`config.mk`:
```
export PLATFORM = sky130hd
export DESIGN_NAME = periodic_timer_table
export DESIGN_NICKNAME = d
export VERILOG_FILES = /design/src/hdl/ptt_pkg.sv /design/src/hdl/periodic_timer_table.sv /design/src/hdl/ptt_ram.sv /design/src/hdl/ptt_ctrl.sv /design/src/hdl/ptt_dp.sv
export SDC_FILE = /design/constraint.sdc
export NUM_CORES = 2
export LEC_CHECK = 0
export BUFFER_PORTS_ARGS = -buffer_cell sky130_fd_sc_hd__buf_4
export CAP_MARGIN = 20
export CELL_PAD_IN_SITES_DETAIL_PLACEMENT = 0
export CELL_PAD_IN_SITES_GLOBAL_PLACEMENT = 1
export CORE_MARGIN = 4
export CORE_UTILIZATION = 60
export CTS_BUF_LIST = sky130_fd_sc_hd__clkbuf_2 sky130_fd_sc_hd__clkbuf_4 sky130_fd_sc_hd__clkbuf_8
export DETAILED_ROUTE_END_ITERATION = 8
export GPL_TIMING_DRIVEN = 0
export PLACE_DENSITY = 0.85
export SYNTH_ARGS = -nofsm -noshare
export SYNTH_HDL_FRONTEND = slang
export SYNTH_SLANG_ARGS = --single-unit
```
`constraint.sdc`:
```
create_clock -name i_clk -period 32 [get_ports i_clk]
set_input_delay 1.6 -clock i_clk [delete_from_list [all_inputs] [get_ports i_clk]]
set_output_delay 1.6 -clock i_clk [all_outputs]
set_load 0.02 [all_outputs]
```
`src/hdl/ptt_pkg.sv`:
```
// Shared types, codes and helpers of the periodic timer table.
package ptt_pkg;

    localparam int PTT_CAPACITY = 16;

    localparam int TIME_W   = 63;
    localparam int PERIOD_W = 32;
    localparam int HANDLE_W = 16;
    localparam int SLOT_W   = 4;
    localparam int KIND_W   = 3;
    localparam int REQ_W    = 2;

    typedef enum logic [REQ_W-1:0] {
        REQ_START   = 2'd0,
        REQ_RESTART = 2'd1,
        REQ_KILL    = 2'd2,
        REQ_CHECK   = 2'd3
    } t_req;

    typedef enum logic [KIND_W-1:0] {
        K_ASSIGNED = 3'd0,
        K_FULL     = 3'd1,
        K_ACK      = 3'd2,
        K_BAD      = 3'd3,
        K_RELOC    = 3'd4,
        K_FIRED    = 3'd5,
        K_DONE     = 3'd6
    } t_kind;

    typedef struct packed {
        logic [TIME_W-1:0]   due;
        logic                dead;
        logic [PERIOD_W-1:0] per;
        logic [HANDLE_W-1:0] hnd;
    } t_entry;

    localparam int ENTRY_W = $bits(t_entry);

    typedef enum logic [2:0] {
        RD_SLOT  = 3'd0,
        RD_I     = 3'd1,
        RD_BACK  = 3'd2,
        RD_INEXT = 3'd3,
        RD_ZERO  = 3'd4
    } t_rd_sel;

    typedef enum logic [2:0] {
        WR_NEW     = 3'd0,
        WR_RESTART = 3'd1,
        WR_KILL    = 3'd2,
        WR_MOVE    = 3'd3,
        WR_FIRE    = 3'd4
    } t_wr_sel;

    typedef struct packed {
        logic    load;
        logic    i_clr;
        logic    i_inc;
        logic    end_dec;
        logic    live_inc;
        logic    live_commit;
        logic    we;
        t_wr_sel wr_sel;
        t_rd_sel rd_sel;
        logic    emit;
        t_kind   kind;
    } t_cmd;

    typedef struct packed {
        t_req req;
        logic full;
        logic bad_slot;
        logic q_dead;
        logic back_eq_i;
        logic i1_lt_end;
        logic end_zero;
        logic due_hit;
    } t_sts;

    // Time sums never wrap in 64 bits, so bit 63 alone flags saturation.
    function automatic logic [TIME_W-1:0] sat_add(input logic [TIME_W-1:0] t,
                                                  input logic [PERIOD_W-1:0] p);
        logic [TIME_W:0] s;
        s = {1'b0, t} + (TIME_W+1)'(p);
        return s[TIME_W] ? {TIME_W{1'b1}} : s[TIME_W-1:0];
    endfunction

endpackage

```
`src/hdl/periodic_timer_table.sv`:
```
// Top level of the periodic timer table: sequencer plus datapath.
//
// A request is one beat: it is taken at a rising edge with start high and
// busy low. req_type selects start, restart, kill or check; the other
// fields carry handle, slot, period and the current time.
// Results leave as beats on o_kind/o_handle/o_slot_out/o_last, each valid
// for exactly one cycle while o_strobe is high; o_last marks the final beat
// of a request. The receiver cannot stall, so every beat must be taken.
// A start, or a request with a bad slot, gives its beat from the dispatch
// state; restart and kill first read the entry back and give theirs when
// they write it. A check walks the table in the entry RAM after dispatch:
// a live slot is kept, a dead entry is replaced by the last one (read it,
// then write it into the hole) and a dead entry at the end is dropped off;
// after a turn the firing pass visits each live slot, then the done beat
// follows. busy drops the cycle the last beat is registered, so a new
// request may follow immediately.
// Synchronous reset empties the table; entry contents are not cleared and
// need not be, since only the contents of occupied slots are ever used.
module periodic_timer_table #(
    parameter int CAPACITY = ptt_pkg::PTT_CAPACITY
) (
    input  logic                          i_clk,
    input  logic                          i_rst_n,
    input  logic                          start,
    output logic                          busy,
    input  logic [ptt_pkg::REQ_W-1:0]     i_req_type,
    input  logic [ptt_pkg::HANDLE_W-1:0]  i_timer_handle,
    input  logic [ptt_pkg::SLOT_W-1:0]    i_slot,
    input  logic [ptt_pkg::PERIOD_W-1:0]  i_period_ms,
    input  logic [ptt_pkg::TIME_W-1:0]    i_now_ms,
    output logic                          o_strobe,
    output logic [ptt_pkg::KIND_W-1:0]    o_kind,
    output logic [ptt_pkg::HANDLE_W-1:0]  o_handle,
    output logic [ptt_pkg::SLOT_W-1:0]    o_slot_out,
    output logic                          o_last
);
    import ptt_pkg::*;

    t_cmd cmd;
    t_sts sts;

    ptt_ctrl u_ctrl (
        .i_clk   (i_clk),
        .i_rst_n (i_rst_n),
        .start   (start),
        .busy    (busy),
        .i_sts   (sts),
        .o_cmd   (cmd)
    );

    ptt_dp #(
        .CAPACITY (CAPACITY)
    ) u_dp (
        .i_clk          (i_clk),
        .i_rst_n        (i_rst_n),
        .i_req_type     (i_req_type),
        .i_timer_handle (i_timer_handle),
        .i_slot         (i_slot),
        .i_period_ms    (i_period_ms),
        .i_now_ms       (i_now_ms),
        .i_cmd          (cmd),
        .o_sts          (sts),
        .o_strobe       (o_strobe),
        .o_kind         (o_kind),
        .o_handle       (o_handle),
        .o_slot_out     (o_slot_out),
        .o_last         (o_last)
    );

endmodule

```
`src/hdl/ptt_ram.sv`:
```
// Generic single-port-write, single-port-read RAM with registered, write-first read.
module ptt_ram #(
    parameter int WIDTH = 8,
    parameter int DEPTH = 16
) (
    input  logic                     i_clk,
    input  logic                     i_we,
    input  logic [$clog2(DEPTH)-1:0] i_wr_addr,
    input  logic [WIDTH-1:0]         i_wr_data,
    input  logic [$clog2(DEPTH)-1:0] i_rd_addr,
    output logic [WIDTH-1:0]         o_rd_data
);

    logic [WIDTH-1:0] r_mem [DEPTH];
    logic [WIDTH-1:0] r_q;

    always_ff @(posedge i_clk) begin
        if (i_we) begin
            r_mem[i_wr_addr] <= i_wr_data;
        end
        if (i_we && (i_wr_addr == i_rd_addr)) begin
            r_q <= i_wr_data;
        end else begin
            r_q <= r_mem[i_rd_addr];
        end
    end

    assign o_rd_data = r_q;

endmodule

```
`src/hdl/ptt_ctrl.sv`:
```
// Sequencer of the timer table: decodes requests and steps the slot walks.
module ptt_ctrl (
    input  logic          i_clk,
    input  logic          i_rst_n,
    input  logic          start,
    output logic          busy,
    input  ptt_pkg::t_sts i_sts,
    output ptt_pkg::t_cmd o_cmd
);
    import ptt_pkg::*;

    typedef enum logic [7:0] {
        S_IDLE     = 8'b0000_0001,
        S_DISPATCH = 8'b0000_0010,
        S_RMW      = 8'b0000_0100,
        S_CEVAL    = 8'b0000_1000,
        S_CMOVE    = 8'b0001_0000,
        S_FSTART   = 8'b0010_0000,
        S_FEVAL    = 8'b0100_0000,
        S_DONE     = 8'b1000_0000
    } t_state;

    t_state r_state, n_state;
    t_cmd   cmd;

    always_comb begin
        n_state     = r_state;
        cmd         = '0;
        cmd.wr_sel  = WR_NEW;
        cmd.rd_sel  = RD_I;
        cmd.kind    = K_DONE;
        case (r_state)
            S_IDLE: begin
                if (start) begin
                    cmd.load = 1'b1;
                    n_state  = S_DISPATCH;
                end
            end
            S_DISPATCH: begin
                case (i_sts.req)
                    REQ_START: begin
                        cmd.emit = 1'b1;
                        if (i_sts.full) begin
                            cmd.kind = K_FULL;
                        end else begin
                            cmd.kind     = K_ASSIGNED;
                            cmd.we       = 1'b1;
                            cmd.wr_sel   = WR_NEW;
                            cmd.live_inc = 1'b1;
                        end
                        n_state = S_IDLE;
                    end
                    REQ_RESTART, REQ_KILL: begin
                        if (i_sts.bad_slot) begin
                            cmd.emit = 1'b1;
                            cmd.kind = K_BAD;
                            n_state  = S_IDLE;
                        end else begin
                            cmd.rd_sel = RD_SLOT;
                            n_state    = S_RMW;
                        end
                    end
                    default: begin
                        cmd.rd_sel = RD_I;
                        n_state    = i_sts.end_zero ? S_FSTART : S_CEVAL;
                    end
                endcase
            end
            S_RMW: begin
                cmd.we     = 1'b1;
                cmd.wr_sel = (i_sts.req == REQ_RESTART) ? WR_RESTART : WR_KILL;
                cmd.emit   = 1'b1;
                cmd.kind   = K_ACK;
                n_state    = S_IDLE;
            end
            S_CEVAL: begin
                if (i_sts.q_dead) begin
                    if (i_sts.back_eq_i) begin
                        // The hole is the last entry: it just drops off the end.
                        cmd.end_dec = 1'b1;
                        n_state     = S_FSTART;
                    end else begin
                        cmd.rd_sel = RD_BACK;
                        n_state    = S_CMOVE;
                    end
                end else if (i_sts.i1_lt_end) begin
                    cmd.i_inc  = 1'b1;
                    cmd.rd_sel = RD_INEXT;
                end else begin
                    n_state = S_FSTART;
                end
            end
            S_CMOVE: begin
                // The moved entry lands in the hole and is looked at again.
                cmd.we      = 1'b1;
                cmd.wr_sel  = WR_MOVE;
                cmd.emit    = 1'b1;
                cmd.kind    = K_RELOC;
                cmd.end_dec = 1'b1;
                cmd.rd_sel  = RD_I;
                n_state     = S_CEVAL;
            end
            S_FSTART: begin
                cmd.live_commit = 1'b1;
                cmd.i_clr       = 1'b1;
                cmd.rd_sel      = RD_ZERO;
                n_state         = i_sts.end_zero ? S_DONE : S_FEVAL;
            end
            S_FEVAL: begin
                if (i_sts.due_hit) begin
                    cmd.we     = 1'b1;
                    cmd.wr_sel = WR_FIRE;
                    cmd.emit   = 1'b1;
                    cmd.kind   = K_FIRED;
                end
                if (i_sts.i1_lt_end) begin
                    cmd.i_inc  = 1'b1;
                    cmd.rd_sel = RD_INEXT;
                end else begin
                    n_state = S_DONE;
                end
            end
            S_DONE: begin
                cmd.emit = 1'b1;
                cmd.kind = K_DONE;
                n_state  = S_IDLE;
            end
            default: begin
                n_state = S_IDLE;
            end
        endcase
    end

    always_ff @(posedge i_clk) begin
        if (!i_rst_n) begin
            r_state <= S_IDLE;
        end else begin
            r_state <= n_state;
        end
    end

    assign busy  = (r_state != S_IDLE);
    assign o_cmd = cmd;

endmodule

```
`src/hdl/ptt_dp.sv`:
```
// Datapath of the timer table: request latch, walk counters, entry RAM and result register.
module ptt_dp #(
    parameter int CAPACITY = 16
) (
    input  logic                           i_clk,
    input  logic                           i_rst_n,
    input  logic [ptt_pkg::REQ_W-1:0]      i_req_type,
    input  logic [ptt_pkg::HANDLE_W-1:0]   i_timer_handle,
    input  logic [ptt_pkg::SLOT_W-1:0]     i_slot,
    input  logic [ptt_pkg::PERIOD_W-1:0]   i_period_ms,
    input  logic [ptt_pkg::TIME_W-1:0]     i_now_ms,
    input  ptt_pkg::t_cmd                  i_cmd,
    output ptt_pkg::t_sts                  o_sts,
    output logic                           o_strobe,
    output logic [ptt_pkg::KIND_W-1:0]     o_kind,
    output logic [ptt_pkg::HANDLE_W-1:0]   o_handle,
    output logic [ptt_pkg::SLOT_W-1:0]     o_slot_out,
    output logic                           o_last
);
    import ptt_pkg::*;

    localparam int AW = $clog2(CAPACITY);
    localparam int LW = $clog2(CAPACITY + 1);
    localparam int SW = (LW > SLOT_W) ? LW : SLOT_W;

    t_req                r_req;
    logic [HANDLE_W-1:0] r_hnd;
    logic [SLOT_W-1:0]   r_slot;
    logic [PERIOD_W-1:0] r_per;
    logic [TIME_W-1:0]   r_now;
    logic [LW-1:0]       r_live;
    logic [LW-1:0]       r_end;
    logic [AW-1:0]       r_i;

    logic                r_strobe;
    t_kind               r_kind;
    logic [HANDLE_W-1:0] r_ohnd;
    logic [SLOT_W-1:0]   r_oslot;
    logic                r_last;

    t_entry              q;
    logic [ENTRY_W-1:0]  rd_data;
    logic [AW-1:0]       rd_addr;
    logic [AW-1:0]       wr_addr;
    t_entry              wr_data;
    logic [AW-1:0]       back_idx;
    logic [TIME_W-1:0]   add_a;
    logic [PERIOD_W-1:0] add_b;
    logic [TIME_W-1:0]   add_sum;

    assign q        = t_entry'(rd_data);
    assign back_idx = AW'(r_end - 1'b1);

    // One saturating adder serves new due times and periodic advances.
    assign add_a   = (i_cmd.wr_sel == WR_FIRE) ? q.due : r_now;
    assign add_b   = (i_cmd.wr_sel == WR_FIRE) ? q.per : r_per;
    assign add_sum = sat_add(add_a, add_b);

    always_comb begin
        case (i_cmd.rd_sel)
            RD_SLOT:  rd_addr = AW'(r_slot);
            RD_I:     rd_addr = r_i;
            RD_BACK:  rd_addr = back_idx;
            RD_INEXT: rd_addr = r_i + 1'b1;
            default:  rd_addr = '0;
        endcase
    end

    always_comb begin
        wr_addr = r_i;
        wr_data = q;
        case (i_cmd.wr_sel)
            WR_NEW: begin
                wr_addr = AW'(r_live);
                wr_data = '{due: add_sum, dead: 1'b0, per: r_per, hnd: r_hnd};
            end
            WR_RESTART: begin
                wr_addr = AW'(r_slot);
                wr_data = '{due: add_sum, dead: 1'b0, per: r_per, hnd: q.hnd};
            end
            WR_KILL: begin
                wr_addr      = AW'(r_slot);
                wr_data      = q;
                wr_data.dead = 1'b1;
            end
            WR_MOVE: begin
                wr_addr = r_i;
                wr_data = q;
            end
            WR_FIRE: begin
                wr_addr     = r_i;
                wr_data     = q;
                wr_data.due = add_sum;
            end
            default: begin
                wr_addr = r_i;
                wr_data = q;
            end
        endcase
    end

    ptt_ram #(
        .WIDTH (ENTRY_W),
        .DEPTH (CAPACITY)
    ) u_ram (
        .i_clk     (i_clk),
        .i_we      (i_cmd.we),
        .i_wr_addr (wr_addr),
        .i_wr_data (wr_data),
        .i_rd_addr (rd_addr),
        .o_rd_data (rd_data)
    );

    always_ff @(posedge i_clk) begin
        if (i_cmd.load) begin
            r_req  <= t_req'(i_req_type);
            r_hnd  <= i_timer_handle;
            r_slot <= i_slot;
            r_per  <= i_period_ms;
            r_now  <= i_now_ms;
        end
    end

    always_ff @(posedge i_clk) begin
        if (!i_rst_n) begin
            r_live <= '0;
            r_end  <= '0;
            r_i    <= '0;
        end else begin
            if (i_cmd.load) begin
                r_end <= r_live;
            end else if (i_cmd.end_dec) begin
                r_end <= r_end - 1'b1;
            end
            if (i_cmd.load || i_cmd.i_clr) begin
                r_i <= '0;
            end else if (i_cmd.i_inc) begin
                r_i <= r_i + 1'b1;
            end
            if (i_cmd.live_inc) begin
                r_live <= r_live + 1'b1;
            end else if (i_cmd.live_commit) begin
                r_live <= r_end;
            end
        end
    end

    always_ff @(posedge i_clk) begin
        if (!i_rst_n) begin
            r_strobe <= 1'b0;
        end else begin
            r_strobe <= i_cmd.emit;
        end
    end

    always_ff @(posedge i_clk) begin
        if (i_cmd.emit) begin
            r_kind <= i_cmd.kind;
            r_last <= (i_cmd.kind != K_RELOC) && (i_cmd.kind != K_FIRED);
            case (i_cmd.kind)
                K_ASSIGNED: begin
                    r_ohnd  <= r_hnd;
                    r_oslot <= SLOT_W'(r_live);
                end
                K_ACK, K_BAD: begin
                    r_ohnd  <= '0;
                    r_oslot <= r_slot;
                end
                K_RELOC, K_FIRED: begin
                    r_ohnd  <= q.hnd;
                    r_oslot <= SLOT_W'(r_i);
                end
                default: begin
                    r_ohnd  <= '0;
                    r_oslot <= '0;
                end
            endcase
        end
    end

    always_comb begin
        o_sts           = '0;
        o_sts.req       = r_req;
        o_sts.full      = (r_live == LW'(CAPACITY));
        o_sts.bad_slot  = (SW'(r_slot) >= SW'(r_live));
        o_sts.q_dead    = q.dead;
        o_sts.back_eq_i = (back_idx == r_i);
        o_sts.i1_lt_end = ((LW'(r_i) + 1'b1) < r_end);
        o_sts.end_zero  = (r_end == '0);
        o_sts.due_hit   = (r_now >= q.due);
    end

    assign o_strobe   = r_strobe;
    assign o_kind     = r_kind;
    assign o_handle   = r_ohnd;
    assign o_slot_out = r_oslot;
    assign o_last     = r_last;

    a_live_bound: assert property (@(posedge i_clk) disable iff (!i_rst_n)
        r_live <= LW'(CAPACITY))
        else $error("live count above capacity");

    a_walk_in_range: assert property (@(posedge i_clk) disable iff (!i_rst_n)
        i_cmd.we && (i_cmd.wr_sel == WR_MOVE || i_cmd.wr_sel == WR_FIRE)
        |-> (LW'(r_i) < r_end))
        else $error("walk write outside the occupied slots");

    a_append_not_full: assert property (@(posedge i_clk) disable iff (!i_rst_n)
        i_cmd.we && (i_cmd.wr_sel == WR_NEW) |-> (r_live < LW'(CAPACITY)))
        else $error("append into a full table");

    a_gap_after_last: assert property (@(posedge i_clk) disable iff (!i_rst_n)
        o_strobe && o_last |=> !o_strobe)
        else $error("result beat right after the final beat of a request");

endmodule

```
==> report_table.html <==
<table>
<tr><th>Metric</th><th>Value</th></tr>
<tr><th colspan="2">Run status</th></tr>
<tr><td>Result of the run</td><td>finished, final reports clean</td></tr>
<tr><th colspan="2">Setup path</th></tr>
<tr><td>Max FO, Critical Path</td><td>10</td></tr>
<tr><td>Reg-to-reg endpoint</td><td>u_dp.u_ram.r_mem[1][96]</td></tr>
<tr><td>Arrival @ worst endpoint</td><td>15.19 ns</td></tr>
<tr><td>Endpoint required time on the critical path</td><td>32.76 ns</td></tr>
<tr><td>Critical Path Sink Type</td><td>flip-flop</td></tr>
<tr><td>Max stage delay cell, worst path</td><td>sky130_fd_sc_hd__a222oi_1</td></tr>
<tr><td>Library cell appearing most often on the critical path</td><td>sky130_fd_sc_hd__clkbuf_1</td></tr>
<tr><td>End of the critical path</td><td>u_dp.u_ram.r_mem[1][96]</td></tr>
<tr><td>Count of buffering cells on the critical path with inverters included</td><td>18</td></tr>
<tr><td>CP Depth</td><td>a little over 40</td></tr>
<tr><td>Depth of the worst register-to-register path</td><td>between 40 and 50</td></tr>
<tr><td>Slack of the worst reg-to-reg path</td><td>17.57 ns</td></tr>
<tr><td>Biggest cell delay along the critical path</td><td>0.92 ns</td></tr>
<tr><td>Top Family by Delay on Critical Path</td><td>buffers and inverters</td></tr>
<tr><td>Kind of start point of the critical path</td><td>flip-flop</td></tr>
<tr><td>Setup CP Type</td><td>flip-flop to flip-flop</td></tr>
<tr><th colspan="2">Pwr</th></tr>
<tr><td>Cell internal power dissipation</td><td>0.00409 W</td></tr>
<tr><td>Register share of total power</td><td>0.559</td></tr>
<tr><td>Part of the total power dissipated in combinational logic</td><td>0.050</td></tr>
<tr><td>Part of the total power dissipated in the clock network</td><td>0.390</td></tr>
<tr><td>Switching power total</td><td>~0.0012 W</td></tr>
<tr><td>Standby leakage power</td><td>29.8 nW</td></tr>
<tr><td>Peak supply drop</td><td>0.0596 mV</td></tr>
<tr><td>Power density normalized to cell area</td><td>56.7 nW/µm²</td></tr>
<tr><td>Switching power as a share of total power</td><td>0.220</td></tr>
<tr><th colspan="2">Synth</th></tr>
<tr><td>Distinct cells, synth</td><td>about 100</td></tr>
<tr><td>Fraction of the yosys area taken by sequential cells</td><td>0.728</td></tr>
<tr><td>Total nets after synthesis</td><td>4180</td></tr>
<tr><td>Number of synthesis warnings</td><td>0</td></tr>
<tr><td>Post-synth EDFFs</td><td>~1900</td></tr>
<tr><td>Post-synthesis sequential element count</td><td>1960</td></tr>
<tr><td>Post-Synthesis Cells</td><td>between 3000 and 4000</td></tr>
<tr><td>Mean instance size in the synthesized netlist</td><td>20.4 µm²</td></tr>
<tr><td>Fraction of registers with async set or reset after synthesis</td><td>0</td></tr>
<tr><td>Commonest register cell after synthesis</td><td>sky130_fd_sc_hd__edfxtp_1</td></tr>
<tr><td>Mapped Area</td><td>80500 µm²</td></tr>
<tr><th colspan="2">STA</th></tr>
<tr><td>FMAX</td><td>0.0693 GHz</td></tr>
<tr><td>Slew Viols, Final</td><td>0</td></tr>
<tr><td>Final min period</td><td>around 14 ns</td></tr>
<tr><td>Measured slew at the worst slew-check pin</td><td>1.38 ns</td></tr>
<tr><td>RSZ-0062 raised after global routing</td><td>false</td></tr>
<tr><td>Setup violation total in the final timing report</td><td>0</td></tr>
<tr><td>Min setup slack post-route</td><td>17.57 ns</td></tr>
<tr><td>Normalized max-slew margin</td><td>0.0815</td></tr>
<tr><td>Hold violation total from the final report</td><td>0</td></tr>
<tr><td>Worst Clk Skew</td><td>approximately 0.11 ns</td></tr>
<tr><td>Post-route clock period utilization</td><td>0.451</td></tr>
<tr><td>Setup TNS Final</td><td>0 ns</td></tr>
<tr><th colspan="2">Die</th></tr>
<tr><td>Area of the core</td><td>133000 µm²</td></tr>
<tr><td>Initial core utilization</td><td>0.604</td></tr>
<tr><td>DIE AREA</td><td>approximately 140000 µm²</td></tr>
<tr><td>Chip Width</td><td>374 µm</td></tr>
<tr><td>Number of placed I/O pins</td><td>roughly 150</td></tr>
<tr><td>Standard-cell row count</td><td>134</td></tr>
<tr><td>Chip height</td><td>around 370 µm</td></tr>
<tr><th colspan="2">Global route</th></tr>
<tr><td>Total track usage</td><td>0.310</td></tr>
<tr><td>Initial antenna violation count</td><td>8</td></tr>
<tr><td>Vias in the first global route</td><td>44100</td></tr>
<tr><td>Total global routing overflow</td><td>0</td></tr>
<tr><td>Global-route wire length before repair</td><td>310000 µm</td></tr>
<tr><td>Pin count of the biggest net entering global routing</td><td>71</td></tr>
<tr><th colspan="2">Clock tree</th></tr>
<tr><td>H-tree levels</td><td>5</td></tr>
<tr><td>Total of hold buffers inserted after clock tree synthesis</td><td>0</td></tr>
<tr><td>Number of clock sinks</td><td>1960</td></tr>
<tr><td>TritonCTS Buffers</td><td>322</td></tr>
<tr><td>TritonCTS clock tree</td><td>built</td></tr>
<tr><td>Post-cts sizing count</td><td>0</td></tr>
<tr><td>CTS Root Buffer Type</td><td>sky130_fd_sc_hd__clkbuf_8</td></tr>
<tr><td>Skew-Pair Late Insertion Delay</td><td>roughly 1 ns</td></tr>
<tr><td>Clock buffer depth</td><td>4</td></tr>
<tr><td>Clock slew at the register clock pins of the worst setup and hold paths</td><td>0.06 ns</td></tr>
<tr><td>Number of setup buffers added after CTS</td><td>0</td></tr>
<tr><th colspan="2">Route</th></tr>
<tr><td>Final wirelength</td><td>217000 µm</td></tr>
<tr><td>Detailed-router iteration count before antenna repair</td><td>6</td></tr>
<tr><td>Via density per instance</td><td>about 6.8</td></tr>
<tr><td>Average wire length per cell after detail routing</td><td>33.1 µm</td></tr>
<tr><td>Residual DRC count</td><td>0</td></tr>
<tr><td>DR vias</td><td>44400</td></tr>
<tr><td>Antenna Nets Post-Route</td><td>0</td></tr>
<tr><td>Number of design-rule violations left by the first detailed-router iteration</td><td>6820</td></tr>
<tr><th colspan="2">Placement</th></tr>
<tr><td>Routability congestion estimate from global placement</td><td>0.890</td></tr>
<tr><td>Hpwl dp</td><td>141000 µm</td></tr>
<tr><td>Post-Place Worst Slack</td><td>approximately 17 ns</td></tr>
<tr><td>Total of buffers placed on input and output ports</td><td>144</td></tr>
<tr><th colspan="2">Worst hold path</th></tr>
<tr><td>Worst Hold Class</td><td>flip-flop to flip-flop</td></tr>
<tr><td>HP Start</td><td>u_dp.r_live[2]</td></tr>
<tr><th colspan="2">Finish</th></tr>
<tr><td>Final layout net count</td><td>4804</td></tr>
<tr><td>Share of layout cells above drive strength 1</td><td>0.309</td></tr>
<tr><td>Signed area change from the synthesized netlist to the final layout</td><td>15.0%</td></tr>
<tr><th colspan="2">Run</th></tr>
<tr><td>Max Cap Violations</td><td>0</td></tr>
</table>
-- Yosys cell counts, drive strengths merged (4+ instances only) --
master,number,share of area
nor3b,9,0.00096
o211a,4,0.00050
a31oi,10,0.00078
ha,112,0.017
nand3,41,0.0026
edfxtp,1933,0.72
nor2,94,0.0044
nor4,12,0.0015
a221oi,19,0.0031
a22o,30,0.0033
or3,8,0.00062
and3,19,0.0015
dfxtp,27,0.0067
a32oi,7,0.00095
clkbuf,81,0.0039
inv,80,0.0037
nand4,22,0.0017
xor2,35,0.0038
a211oi,13,0.0013
buf,100,0.0079
a21o,27,0.0025
a41oi,5,0.00054
nand2,219,0.010
xnor2,37,0.0040
nor2b,9,0.00070
o31a,6,0.00065
a31o,4,0.00044
or2,5,0.00039
o211ai,10,0.00093
nand2b,11,0.00095
o21ai,85,0.0053
a21boi,7,0.00065
a21oi,76,0.0048
nor3,34,0.0028
mux2i,21,0.0028
mux4,544,0.15
nand3b,9,0.00084
a22oi,51,0.0048
a2111oi,7,0.0010
and4,8,0.00087
o22ai,8,0.00062
mux2,50,0.0070
and2,5,0.00040
o21a,10,0.00093
nor4b,4,0.00070
-- cell families after synthesis --
logic type	count (synthesis)	share of synthesized area
compound gates	408	0.0364
mux	615	0.162
flops	1960	0.728
simple gates	518	0.0322
buf+inv	261	0.0155
fa+ha+maj	113	0.0177
xor+xnor	72	0.00784
-- worst min path at each step --
stage	endpoint	slack, ns	depth (start not counted)
4_1_cts	u_ctrl.r_state[3]	0.54	2
3_5_place_dp	u_ctrl.r_state[3]	0.53	2
6_report	u_dp.r_live[2]	0.53	2
2_1_floorplan	u_dp.r_live[2]	0.48	2
3_3_place_gp	u_ctrl.r_state[3]	0.53	2
5_1_grt	u_ctrl.r_state[3]	0.57	2
-- metal layers --
layer  share of wire  GRT usage
met5         0.00015          0
met4           0.037      0.112
met3            0.12     0.0751
met2            0.48      0.488
met1            0.36      0.431
-- flip-flops by register name, indices dropped and copies added, names as in the netlist, 4 cells and up, named ones only --
| register | flops |
|---|---|
| u_dp.u_ram.r_mem | 1792 |
| u_dp.r_now | 63 |
| u_dp.r_per | 32 |
| u_dp.o_handle | 16 |
| u_dp.r_hnd | 16 |
| u_ctrl.r_state | 8 |
| u_dp.r_end | 5 |
| u_dp.r_live | 5 |
| u_dp.o_slot_out | 4 |
| u_dp.r_i | 4 |
| u_dp.r_slot | 4 |
-- layout by cell type, fill, tap and decap left out, types with 77 or more instances in the layout --
cell                       count
sky130_fd_sc_hd__buf_12       85
sky130_fd_sc_hd__buf_4       160
sky130_fd_sc_hd__clkbuf_1     79
sky130_fd_sc_hd__clkbuf_4    109
sky130_fd_sc_hd__clkbuf_8    325
sky130_fd_sc_hd__edfxtp_1   1933
sky130_fd_sc_hd__ha_1        112
sky130_fd_sc_hd__inv_1        79
sky130_fd_sc_hd__mux4_2      542
sky130_fd_sc_hd__nand2_1     219
sky130_fd_sc_hd__nor2_1       77
sky130_fd_sc_hd__o21ai_0      83
-- metrics by stage --
stage	cell area, µm²	power [W]	instances	hold slack (ns)	util
detailed placement	86300	0.00324	5980	0.529	0.647
global placement	83700	0.00323	5859	0.525	0.628
global route	92500	0.00542	6538	0.573	0.694
floorplan	80500	0.00313	3947	0.475	-
CTS	92100	0.00526	6501	0.538	0.691
finish	92500	0.00525	6541	0.534	0.694
-- worst min-delay path, stage by stage (launching register included) --
cell,delay (ns)
sky130_fd_sc_hd__dfxtp_1,0.34
sky130_fd_sc_hd__nand2_1,0.07
sky130_fd_sc_hd__a21boi_0,0.07
-- power by group through the flow --
| stage | combinational (W) | sequential, W | clock (W) |
|---|---|---|---|
| after detailed placement | 0.000254 | 0.00299 | 0 |
| after global placement | 0.000239 | 0.00299 | 0 |
| after floorplan | 0.000157 | 0.00297 | 0 |
| after CTS | 0.000255 | 0.00294 | 0.00207 |
| after global routing | 0.000284 | 0.00293 | 0.00220 |
| final | 0.000263 | 0.00294 | 0.00205 |
-- layout make-up --
| class | count | area [µm²] |
|---|---|---|
| timing repair buffer | 300 | 3910 |
| clock buffer | 429 | 5250 |
| buffer | 181 | 950 |
| tap | 1768 | 2210 |
| clock inverter | 92 | 563 |
| fill | 7995 | 40700 |
| multi-input combinational | 1726 | 20700 |
| inverter | 80 | 305 |
| antenna | 5 | 12.5 |
| sequential | 1960 | 58600 |
(Power assumes the default switching activity.)
